<file path="config.mk">
export PLATFORM = sky130hd
export DESIGN_NAME = color_grid_byte_symbol_encoder_top
export DESIGN_NICKNAME = d
export VERILOG_FILES = /design/src/rtl/cge_pkg.sv /design/src/rtl/color_grid_byte_symbol_encoder_top.sv /design/src/rtl/cge_front.sv /design/src/rtl/cge_queue.sv /design/src/rtl/cge_back.sv
export SDC_FILE = /design/constraint.sdc
export NUM_CORES = 1
export LEC_CHECK = 0
export BUFFER_PORTS_ARGS = -buffer_cell sky130_fd_sc_hd__buf_2
export CAP_MARGIN = 20
export CORE_MARGIN = 2
export CORE_UTILIZATION = 65
export DETAILED_ROUTE_END_ITERATION = 12
export GPL_ROUTABILITY_DRIVEN = 0
export PLACE_DENSITY = 0.91
export SKIP_LAST_GASP = 1
export SYNTH_ARGS = -nofsm -noshare
export SYNTH_HDL_FRONTEND = slang
export SYNTH_SLANG_ARGS = --single-unit
export TNS_END_PERCENT = 20
</file>
<file path="constraint.sdc">
create_clock -name clk -period 15.35 [get_ports clk]
set_input_delay 0.7675 -clock clk [delete_from_list [all_inputs] [get_ports clk]]
set_output_delay 0.7675 -clock clk [all_outputs]
set_load 0.005 [all_outputs]
</file>
<file path="src/rtl/cge_pkg.sv">
`default_nettype none
// ----------------------------------------------------------------------------
// cge_pkg
// Shared types and constants of the colour grid byte symbol encoder.
// ----------------------------------------------------------------------------
package cge_pkg;

    localparam int FRAME_DIGITS = 7;
    localparam int COUNT_BITS   = 3 * FRAME_DIGITS;
    localparam int HDR_LEN      = FRAME_DIGITS + 1;
    localparam int SYM_CELLS    = 3;
    localparam int CHK_CELLS    = 6;
    localparam int MAX_RESULTS  = SYM_CELLS + CHK_CELLS + HDR_LEN;
    localparam int STEP_W       = $clog2(MAX_RESULTS);
    localparam int HDR_W        = $clog2(HDR_LEN);

    localparam logic [1:0] OP_BEGIN = 2'd0;
    localparam logic [1:0] OP_DATA  = 2'd1;
    localparam logic [1:0] OP_END   = 2'd2;

    localparam logic [4:0] ROW_ORIGIN = 5'd1;
    localparam logic [4:0] COL_ORIGIN = 5'd8;

    localparam logic [2:0] COLOR_RED  = 3'd1;
    localparam logic [2:0] COLOR_BLUE = 3'd4;

    typedef enum logic [1:0] {
        JOB_BEGIN,
        JOB_DATA,
        JOB_END
    } job_kind_t;

    typedef struct packed {
        job_kind_t              kind;
        logic [4:0]             row;
        logic [4:0]             col;
        logic [2:0]             sym_hi;
        logic [2:0]             sym_mid;
        logic [2:0]             sym_lo;
        logic                   full;
        logic [5:0]             sum_lo;
        logic [5:0]             sum_mid;
        logic [5:0]             sum_hi;
        logic [COUNT_BITS-1:0]  frame;
    } job_t;

    typedef struct packed {
        logic [4:0] row;
        logic [4:0] col;
        logic [2:0] color;
        logic       done;
        logic       last;
    } cell_t;

    typedef struct packed {
        logic head_valid;
        logic full;
    } queue_status_t;

endpackage : cge_pkg
`default_nettype wire

</file>
<file path="src/rtl/color_grid_byte_symbol_encoder_top.sv">
`default_nettype none
// ----------------------------------------------------------------------------
// color_grid_byte_symbol_encoder_top
// Byte stream to colour grid cell encoder.
//
// Input stream: tuser carries the command (begin, data, end), tdata the byte.
// Output stream: one transaction per painted cell; tdata packs row, column
// and colour, tuser flags the final checksum cell of a frame and tlast
// marks the final cell caused by one input command.
// The first cell of a command is written into the job queue and then into
// the output register. The sequencer sends one cell per cycle while the
// receiver is ready; a data byte paints 3 cells (17 when it fills a frame),
// begin 11, end 9. An unused command code is accepted and produces nothing.
// A two-job queue parts the command front from the cell sequencer, so new
// commands are taken while cells are still being sent.
// Reset: cursor to row 1 column 8, sums and frame number to zero, queue and
// output empty. When the receiver stalls, the output cell holds, the queue
// fills and tready drops at the input.
// ----------------------------------------------------------------------------
module color_grid_byte_symbol_encoder_top (
    input  wire logic        clk,
    input  wire logic        rst_n,
    input  wire logic        s_axis_tvalid,
    output logic             s_axis_tready,
    input  wire logic [7:0]  s_axis_tdata,   // [7:0] data_byte
    input  wire logic [1:0]  s_axis_tuser,   // [1:0] opcode
    output logic             m_axis_tvalid,
    input  wire logic        m_axis_tready,
    output logic [15:0]      m_axis_tdata,   // [4:0] cell_row, [9:5] cell_col,
                                             // [12:10] cell_color
    output logic             m_axis_tuser,   // [0] frame_complete
    output logic             m_axis_tlast    // last_cell
);
    import cge_pkg::*;

    queue_status_t q_status;
    logic          push;
    logic          pop;
    job_t          push_job;
    job_t          head;

    cge_front u_front (
        .clk           (clk),
        .rst_n         (rst_n),
        .s_axis_tvalid (s_axis_tvalid),
        .s_axis_tready (s_axis_tready),
        .s_axis_tdata  (s_axis_tdata),
        .s_axis_tuser  (s_axis_tuser),
        .q_status      (q_status),
        .push          (push),
        .push_job      (push_job)
    );

    cge_queue u_queue (
        .clk      (clk),
        .rst_n    (rst_n),
        .push     (push),
        .push_job (push_job),
        .pop      (pop),
        .head     (head),
        .status   (q_status)
    );

    cge_back u_back (
        .clk           (clk),
        .rst_n         (rst_n),
        .head          (head),
        .q_status      (q_status),
        .pop           (pop),
        .m_axis_tvalid (m_axis_tvalid),
        .m_axis_tready (m_axis_tready),
        .m_axis_tdata  (m_axis_tdata),
        .m_axis_tuser  (m_axis_tuser),
        .m_axis_tlast  (m_axis_tlast)
    );

endmodule : color_grid_byte_symbol_encoder_top
`default_nettype wire

</file>
<file path="src/rtl/cge_front.sv">
`default_nettype none
// ----------------------------------------------------------------------------
// cge_front
// Accepts commands, keeps cursor, sums and frame number, and issues jobs.
// ----------------------------------------------------------------------------
module cge_front (
    input  wire logic                  clk,
    input  wire logic                  rst_n,
    input  wire logic                  s_axis_tvalid,
    output logic                       s_axis_tready,
    input  wire logic [7:0]            s_axis_tdata,   // [7:0] data_byte
    input  wire logic [1:0]            s_axis_tuser,   // [1:0] opcode
    input  wire cge_pkg::queue_status_t q_status,
    output logic                       push,
    output cge_pkg::job_t              push_job
);
    import cge_pkg::*;

    typedef struct packed {
        logic [4:0] row;
        logic [4:0] col;
        logic       full;
    } walk_t;

    logic [4:0]            row_reg, row_next;
    logic [4:0]            col_reg, col_next;
    logic [5:0]            sum_lo_reg, sum_lo_next;
    logic [5:0]            sum_mid_reg, sum_mid_next;
    logic [5:0]            sum_hi_reg, sum_hi_next;
    logic [COUNT_BITS-1:0] frame_reg, frame_next;

    logic                  accept;
    logic [2:0]            hi, mid, lo;
    logic [5:0]            add_lo, add_mid, add_hi;
    logic [COUNT_BITS-1:0] frame_inc;
    walk_t                 walk;

    function automatic walk_t advance(input logic [4:0] r, input logic [4:0] col);
        walk_t      w;
        logic [5:0] c;
        w.row  = r;
        w.col  = col;
        w.full = 1'b0;
        c      = {1'b0, col} + 6'd3;
        if (r >= 5'd1 && r <= 5'd7) begin
            if (c >= 6'd17) begin
                w.row = r + 5'd1;
                w.col = (r == 5'd7) ? 5'd1 : 5'd8;
            end else begin
                w.col = c[4:0];
            end
        end else if (r >= 5'd8 && r <= 5'd16) begin
            if (c == 6'd7 || c == 6'd17) begin
                w.col = c[4:0] + 5'd1;
            end else if (c >= 6'd24) begin
                w.row = r + 5'd1;
                w.col = (r == 5'd16) ? 5'd8 : 5'd1;
            end else begin
                w.col = c[4:0];
            end
        end else if (r >= 5'd17 && r <= 5'd23) begin
            if (c == 6'd17) begin
                c = 6'd18;
            end
            if (c >= 6'd24) begin
                if (r == 5'd23) begin
                    w.full = 1'b1;
                end else begin
                    w.row = r + 5'd1;
                    w.col = 5'd8;
                end
            end else begin
                w.col = c[4:0];
            end
        end else begin
            w.row = ROW_ORIGIN;
            w.col = COL_ORIGIN;
        end
        return w;
    endfunction

    assign s_axis_tready = !q_status.full;
    assign accept        = s_axis_tvalid && s_axis_tready;

    assign hi        = s_axis_tdata[7:5];
    assign mid       = s_axis_tdata[4:2];
    assign lo        = {s_axis_tdata[1:0], ^s_axis_tdata};
    assign add_lo    = sum_lo_reg + {3'b0, lo};
    assign add_mid   = sum_mid_reg + {3'b0, mid};
    assign add_hi    = sum_hi_reg + {3'b0, hi};
    assign frame_inc = frame_reg + COUNT_BITS'(1);
    assign walk      = advance(row_reg, col_reg);

    always_comb
    begin
        row_next     = row_reg;
        col_next     = col_reg;
        sum_lo_next  = sum_lo_reg;
        sum_mid_next = sum_mid_reg;
        sum_hi_next  = sum_hi_reg;
        frame_next   = frame_reg;
        push         = 1'b0;

        push_job.kind    = JOB_DATA;
        push_job.row     = row_reg;
        push_job.col     = col_reg;
        push_job.sym_hi  = hi;
        push_job.sym_mid = mid;
        push_job.sym_lo  = lo;
        push_job.full    = 1'b0;
        push_job.sum_lo  = sum_lo_reg;
        push_job.sum_mid = sum_mid_reg;
        push_job.sum_hi  = sum_hi_reg;
        push_job.frame   = frame_reg;

        if (accept)
        begin
            unique case (s_axis_tuser)
                OP_BEGIN:
                begin
                    push          = 1'b1;
                    push_job.kind = JOB_BEGIN;
                end
                OP_DATA:
                begin
                    push             = 1'b1;
                    push_job.kind    = JOB_DATA;
                    push_job.sum_lo  = add_lo;
                    push_job.sum_mid = add_mid;
                    push_job.sum_hi  = add_hi;
                    push_job.full    = walk.full;
                    if (walk.full)
                    begin
                        sum_lo_next    = '0;
                        sum_mid_next   = '0;
                        sum_hi_next    = '0;
                        frame_next     = frame_inc;
                        push_job.frame = frame_inc;
                        row_next       = ROW_ORIGIN;
                        col_next       = COL_ORIGIN;
                    end
                    else
                    begin
                        sum_lo_next  = add_lo;
                        sum_mid_next = add_mid;
                        sum_hi_next  = add_hi;
                        row_next     = walk.row;
                        col_next     = walk.col;
                    end
                end
                OP_END:
                begin
                    push          = 1'b1;
                    push_job.kind = JOB_END;
                    sum_lo_next   = '0;
                    sum_mid_next  = '0;
                    sum_hi_next   = '0;
                end
                default:
                begin
                    push = 1'b0;
                end
            endcase
        end
    end

    always_ff @(posedge clk or negedge rst_n)
    begin
        if (!rst_n)
        begin
            row_reg     <= ROW_ORIGIN;
            col_reg     <= COL_ORIGIN;
            sum_lo_reg  <= '0;
            sum_mid_reg <= '0;
            sum_hi_reg  <= '0;
            frame_reg   <= '0;
        end
        else
        begin
            row_reg     <= row_next;
            col_reg     <= col_next;
            sum_lo_reg  <= sum_lo_next;
            sum_mid_reg <= sum_mid_next;
            sum_hi_reg  <= sum_hi_next;
            frame_reg   <= frame_next;
        end
    end

endmodule : cge_front
`default_nettype wire

</file>
<file path="src/rtl/cge_queue.sv">
`default_nettype none
// ----------------------------------------------------------------------------
// cge_queue
// Two-entry job queue between the front and the cell sequencer.
// ----------------------------------------------------------------------------
module cge_queue (
    input  wire logic                   clk,
    input  wire logic                   rst_n,
    input  wire logic                   push,
    input  wire cge_pkg::job_t          push_job,
    input  wire logic                   pop,
    output cge_pkg::job_t               head,
    output cge_pkg::queue_status_t      status
);
    import cge_pkg::*;

    job_t       mem [2];
    logic       wr_ptr_reg, wr_ptr_next;
    logic       rd_ptr_reg, rd_ptr_next;
    logic [1:0] count_reg, count_next;

    assign head              = mem[rd_ptr_reg];
    assign status.head_valid = (count_reg != 2'd0);
    assign status.full       = (count_reg == 2'd2);

    always_comb
    begin
        wr_ptr_next = push ? !wr_ptr_reg : wr_ptr_reg;
        rd_ptr_next = pop ? !rd_ptr_reg : rd_ptr_reg;
        count_next  = count_reg + {1'b0, push} - {1'b0, pop};
    end

    always_ff @(posedge clk)
    begin
        if (push)
        begin
            mem[wr_ptr_reg] <= push_job;
        end
    end

    always_ff @(posedge clk or negedge rst_n)
    begin
        if (!rst_n)
        begin
            wr_ptr_reg <= 1'b0;
            rd_ptr_reg <= 1'b0;
            count_reg  <= '0;
        end
        else
        begin
            wr_ptr_reg <= wr_ptr_next;
            rd_ptr_reg <= rd_ptr_next;
            count_reg  <= count_next;
        end
    end

endmodule : cge_queue
`default_nettype wire

</file>
<file path="src/rtl/cge_back.sv">
`default_nettype none
// ----------------------------------------------------------------------------
// cge_back
// Walks through the cells of the job at the queue head into the output
// register, one cell a cycle while the output is empty or being taken.
// ----------------------------------------------------------------------------
module cge_back (
    input  wire logic                   clk,
    input  wire logic                   rst_n,
    input  wire cge_pkg::job_t          head,
    input  wire cge_pkg::queue_status_t q_status,
    output logic                        pop,
    output logic                        m_axis_tvalid,
    input  wire logic                   m_axis_tready,
    output logic [15:0]                 m_axis_tdata,  // [4:0] cell_row, [9:5] cell_col,
                                                       // [12:10] cell_color
    output logic                        m_axis_tuser,  // [0] frame_complete
    output logic                        m_axis_tlast   // last_cell
);
    import cge_pkg::*;

    localparam int CHK_BASE = SYM_CELLS;
    localparam int HDR_BASE = SYM_CELLS + CHK_CELLS;

    logic [STEP_W-1:0] step_reg, step_next;
    logic              out_valid_reg, out_valid_next;
    cell_t             out_reg, out_next;
    cell_t             cur_cell;
    logic              load;
    logic [STEP_W-1:0] chk_idx, hdr_idx_data, start_idx;

    function automatic cell_t chk_cell(input logic [2:0] m, input job_t j);
        cell_t c;
        c.col  = 5'd17;
        c.done = 1'b0;
        c.last = 1'b0;
        unique case (m)
            3'd0:    begin c.row = 5'd17; c.color = j.sum_lo[2:0];  end
            3'd1:    begin c.row = 5'd16; c.color = j.sum_lo[5:3];  end
            3'd2:    begin c.row = 5'd19; c.color = j.sum_mid[2:0]; end
            3'd3:    begin c.row = 5'd18; c.color = j.sum_mid[5:3]; end
            3'd4:    begin c.row = 5'd21; c.color = j.sum_hi[2:0];  end
            default: begin c.row = 5'd20; c.color = j.sum_hi[5:3]; c.done = 1'b1; end
        endcase
        return c;
    endfunction

    function automatic cell_t hdr_cell(input logic [HDR_W-1:0] h, input job_t j);
        cell_t      c;
        logic [2:0] digit;
        digit  = '0;
        c.done = 1'b0;
        c.last = 1'b0;
        for (int d = 0; d < FRAME_DIGITS; d++)
        begin
            if (h == HDR_W'(d))
            begin
                digit = j.frame[3*d +: 3];
            end
        end
        if (h == HDR_W'(FRAME_DIGITS))
        begin
            if (j.frame[0])
            begin
                c.row   = 5'd15;
                c.color = COLOR_BLUE;
            end
            else
            begin
                c.row   = 5'd9;
                c.color = COLOR_RED;
            end
            c.col = 5'd17;
        end
        else
        begin
            c.row   = 5'd15 - 5'(h);
            c.col   = 5'd7;
            c.color = 3'd7 - digit;
        end
        return c;
    endfunction

    assign chk_idx      = step_reg - STEP_W'(CHK_BASE);
    assign hdr_idx_data = step_reg - STEP_W'(HDR_BASE);
    assign start_idx    = step_reg - STEP_W'(HDR_LEN);

    always_comb
    begin
        cur_cell = '0;
        unique case (head.kind)
            JOB_DATA:
            begin
                if (step_reg < STEP_W'(SYM_CELLS))
                begin
                    cur_cell.row  = head.row;
                    cur_cell.col  = head.col + 5'(step_reg);
                    cur_cell.done = 1'b0;
                    priority case (step_reg)
                        STEP_W'(0): cur_cell.color = head.sym_hi;
                        STEP_W'(1): cur_cell.color = head.sym_mid;
                        default:    cur_cell.color = head.sym_lo;
                    endcase
                end
                else if (step_reg < STEP_W'(HDR_BASE))
                begin
                    cur_cell = chk_cell(chk_idx[2:0], head);
                end
                else
                begin
                    cur_cell = hdr_cell(hdr_idx_data[HDR_W-1:0], head);
                end
                cur_cell.last = head.full ? (step_reg == STEP_W'(MAX_RESULTS - 1))
                                          : (step_reg == STEP_W'(SYM_CELLS - 1));
            end
            JOB_BEGIN:
            begin
                if (step_reg < STEP_W'(HDR_LEN))
                begin
                    cur_cell = hdr_cell(step_reg[HDR_W-1:0], head);
                end
                else
                begin
                    cur_cell.row   = 5'd11 + 5'(start_idx);
                    cur_cell.col   = 5'd17;
                    cur_cell.color = COLOR_RED;
                    cur_cell.done  = 1'b0;
                end
                cur_cell.last = (step_reg == STEP_W'(HDR_LEN + SYM_CELLS - 1));
            end
            default:
            begin
                if (step_reg < STEP_W'(SYM_CELLS))
                begin
                    cur_cell.row   = 5'd11 + 5'(step_reg);
                    cur_cell.col   = 5'd17;
                    cur_cell.color = COLOR_BLUE;
                    cur_cell.done  = 1'b0;
                end
                else
                begin
                    cur_cell = chk_cell(chk_idx[2:0], head);
                end
                cur_cell.last = (step_reg == STEP_W'(SYM_CELLS + CHK_CELLS - 1));
            end
        endcase
    end

    always_comb
    begin
        load           = q_status.head_valid && (!out_valid_reg || m_axis_tready);
        pop            = load && cur_cell.last;
        out_next       = load ? cur_cell : out_reg;
        out_valid_next = load ? 1'b1 : (out_valid_reg && !m_axis_tready);
        if (load)
        begin
            step_next = cur_cell.last ? '0 : step_reg + STEP_W'(1);
        end
        else
        begin
            step_next = step_reg;
        end
    end

    always_ff @(posedge clk)
    begin
        out_reg <= out_next;
    end

    always_ff @(posedge clk or negedge rst_n)
    begin
        if (!rst_n)
        begin
            step_reg      <= '0;
            out_valid_reg <= 1'b0;
        end
        else
        begin
            step_reg      <= step_next;
            out_valid_reg <= out_valid_next;
        end
    end

    assign m_axis_tvalid = out_valid_reg;
    assign m_axis_tdata  = {3'b0, out_reg.color, out_reg.col, out_reg.row};
    assign m_axis_tuser  = out_reg.done;
    assign m_axis_tlast  = out_reg.last;

    a_step_bound: assert property (@(posedge clk) disable iff (!rst_n)
        step_reg < STEP_W'(MAX_RESULTS))
        else $error("cell step beyond longest job");

    a_step_has_job: assert property (@(posedge clk) disable iff (!rst_n)
        step_reg != '0 |-> q_status.head_valid)
        else $error("job left the queue before its last cell");

    a_done_place: assert property (@(posedge clk) disable iff (!rst_n)
        out_valid_reg && out_reg.done |-> out_reg.row == 5'd20 && out_reg.col == 5'd17)
        else $error("frame completion flagged off the last checksum cell");

    a_pop_ends_run: assert property (@(posedge clk) disable iff (!rst_n)
        pop |=> out_valid_reg && out_reg.last && step_reg == '0)
        else $error("job retired without a last cell");

endmodule : cge_back
`default_nettype wire
</file>
==> PnR_summary.wiki <==
{| class="wikitable"
! Metric !! Value
|-
| Result of the run || finished, final reports clean
|-
| Most frequent cells in the layout || sky130_fd_sc_hd__edfxtp_1, sky130_fd_sc_hd__nand2_1, sky130_fd_sc_hd__dfrtp_1
|-
| Cells after Synth || 913
|-
| Number of DRC violations after detailed routing || 0
|-
| WS Path Type || reg -> reg
|-
| Maximum number of pins on one net before global-route repair || 62
|-
| Skew final || 7.42 ps
|-
| Number of max-cap violations || 0
|-
| Crit share post-route || 0.230
|-
| Final total negative setup slack || 0 ps
|-
| Cell taking the most area after synthesis || sky130_fd_sc_hd__edfxtp_1
|-
| Slowest stage cell, crit path || sky130_fd_sc_hd__ha_1
|-
| Most instantiated flip-flop cell in the synthesis netlist || sky130_fd_sc_hd__edfxtp_1
|-
| Max Slew Vio Count || 0
|-
| End of the worst register-to-register path || u_queue.count_reg[1]
|-
| Worst path setup slack after routing || approximately 12000 ps
|-
| Count of nets after finishing || ~1000
|-
| Hold slack final || 488 ps
|-
| I/O Pins || 34
|-
| Overall power of the completed layout || 0.00226 W
|-
| Number of hold-slack violations in the final timing report || 0
|-
| Hold buffers post-CTS || 0
|-
| Commonest non-fill, non-tap cell in the layout || sky130_fd_sc_hd__edfxtp_1
|-
| PD cells || 197 nW/µm²
|-
| Count of input and output buffers || 30
|-
| Worst slack, placed || 11910 ps
|-
| Sequential cell area || 5590 µm²
|-
| Setup-failing EPs final || 0
|-
| Crit path largest cell delay || roughly 780 ps
|-
| Reg2Reg Launch Point || u_back.step_reg[1]
|-
| Share of synthesized registers carrying an async set or reset || 0.301
|-
| Leading post-synthesis cells by cell area || sky130_fd_sc_hd__edfxtp_1, sky130_fd_sc_hd__dfrtp_1, sky130_fd_sc_hd__ha_1
|-
| Final wirelength || between 20000 and 25000 µm
|-
| Number of library cell types mapped by synthesis || 89
|-
| Number of clock sinks seen by CTS || 196
|-
| Post-CTS setup-driven buffer insertion count || 0
|-
| Vias per inst || 6.69
|-
| DIE AREA || around 17000 µm²
|-
| Worst hold path class || in -> async
|-
| First-pass GRT wire length || a little under 40000 µm
|-
| Worst path required time || 15700 ps
|-
| Width of the chip || 132 µm
|-
| Sort of element at the end of the critical path || flip-flop
|-
| Insertion delay to the later sink of the worst-skew pair || approximately 450 ps
|-
| Number of DRC markers after the initial detailed-route iteration || 1225
|-
| Proportion of synthesized chip area in sequential cells || 0.525
|-
| Global Route Usage Sum || 0.289
|-
| CTS tree || yes
|-
| Time the worst path needs with I/O delays and setup || 3530 ps
|-
| Static leakage power || between 4 and 5 nW
|-
| Wire length per cell after detailed routing || around 21 µm
|-
| CTS root buf || sky130_fd_sc_hd__clkbuf_16
|-
| Highest clock rate || 284 MHz
|-
| Unrepaired setup endpoints after global routing || false
|-
| Number of filler cells placed in the layout || approximately 1000
|-
| CP cell instances || inv_1, ha_1, inv_1, nor4b_1, a32o_1, and2_1, ha_1, inv_1, ha_1, xnor2_1, xnor2_1
|-
| Critical path fanouts, max || 24
|-
| Antenna Cells || 0
|-
| Number of instances resized during post-cts repair || 0
|-
| Clock-pin slew of the registers on the worst-case setup and hold paths || 70 ps
|-
| Row cnt || 46
|-
| Flip-flop count of the largest register, all copies and words added || 122
|-
| Share of cells above drive strength 1 || 0.122
|-
| Worst r2r path cells || 11
|-
| Area share of the leading cell type in the synthesized netlist || 0.386
|-
| Die boundary height || ~130 µm
|-
| H-tree level count || 4
|-
| Worst EP arrival || 3880 ps
|-
| Syn Area/Cell || about 12 µm²
|-
| Post-Synthesis Cell Area || 10700 µm²
|-
| Vias in the first global route || 7308
|-
| Overflow left after global routing || 0
|-
| Placeable Area || 15900 µm²
|-
| Iteration count of the initial detailed-routing pass || 7
|-
| Register-to-register setup slack || 11820 ps
|-
| Relative slew slack || 0.417
|-
| Count of synthesis-stage warnings from yosys || 0
|-
| HPWL Detailed || 16300 µm
|-
| Worst IR Drop VDD || between 0.0001 and 0.00015 V
|-
| Deepest clock path buffer count || 2
|-
| Critical Path Source Type || flip-flop
|-
| Number of storage elements in the synthesis netlist || between 150 and 200
|-
| Cts bufs inserted || 17
|-
| P&R area growth vs syn || 7.66%
|-
| Number of enable-type register cells in the synthesized netlist || 137
|-
| Measured slew at the worst slew-check pin || 875 ps
|-
| Initial core utilization || 0.668
|-
| Via count of the routed design || 7744
|-
| Area used by multi-input combinational logic || around 4700 µm²
|-
| Antenna-violating nets left || 0
|-
| Antenna violations before repair || 0
|}
synthesized netlist by cell type, drive strengths merged (11+ instances only):
cell	instances
a21o	17
a21oi	36
and2	12
and3	11
buf	22
clkbuf	21
dfrtp	57
edfxtp	137
ha	39
inv	23
mux2	21
mux2i	42
nand2	78
nand2b	19
nand3	27
nor2	36
nor3	20
o21ai	53
o22ai	17
xnor2	56
xor2	18
power by group:
part,leakage [nW],switching (W),internal [W]
logic,2.18,0.000597,0.000376
registers,2.06,0.000122,0.000734
clock network,0.278,0.000200,0.000227
total,4.52,0.000920,0.00134
how the worst max path moves through the flow:
stage	end	slack (ps)	startpoint
6_report	u_queue.count_reg[1]	11820	u_back.step_reg[1]
5_1_grt	u_queue.count_reg[1]	11540	u_queue.rd_ptr_reg
4_1_cts	u_queue.count_reg[1]	11830	u_queue.rd_ptr_reg
3_5_place_dp	u_back.m_axis_tdata[9]	11910	u_queue.rd_ptr_reg
3_3_place_gp	u_queue.count_reg[1]	12010	u_queue.rd_ptr_reg
2_1_floorplan	u_queue.mem[0][0]	9650	s_axis_tuser[0]
routing by layer:
layer	track usage	wire, µm	vias to the layer above
met3	0.0611	2590	60
met2	0.464	11700	518
met5	0	0	-
met4	0.0918	584	0
met1	0.398	9350	3707
li1	-	-	3459
cell type report:
cell class,instances,area share
Clock buffer,17,0.0371
Timing Repair Buffer,37,0.0177
Tap cell,216,0.0236
Multi-Input combinational cell,653,0.414
Sequential cell,196,0.488
Inverter,23,0.00753
Clock inverter,15,0.0129
through the flow:
stage	std cells	instance area, µm²	util
6_report	1157	11500	0.720
5_1_grt	1157	11500	0.720
4_1_cts	1156	11500	0.719
3_5_place_dp	1124	10900	0.683
3_3_place_gp	1124	10900	0.683
2_1_floorplan	915	10700	-
worst max-delay path: cells and delay by family, from the launching register on:
kind                       cells  cell delay (ps)
xor gates and xnor gates       2              300
adders and majority gates      3             1170
and+or+nand+nor                2              550
AOI/OAI and AO/OA              1              330
DFF                            1              520
buffers and inverters          3              570
cell families (layout without fill, tap and decap cells):
kind of cell / after synthesis / count (layout) / synth area share
other cells: 1 / 3 / 0.000352
mux: 63 / 63 / 0.0616
xor+xnor: 74 / 74 / 0.0615
buf+inv: 66 / 92 / 0.0311
flops: 196 / 196 / 0.525
simple gates: 250 / 250 / 0.125
compound gates: 218 / 218 / 0.140
fa+ha+maj: 45 / 45 / 0.0553
(Power assumes the default switching activity.)
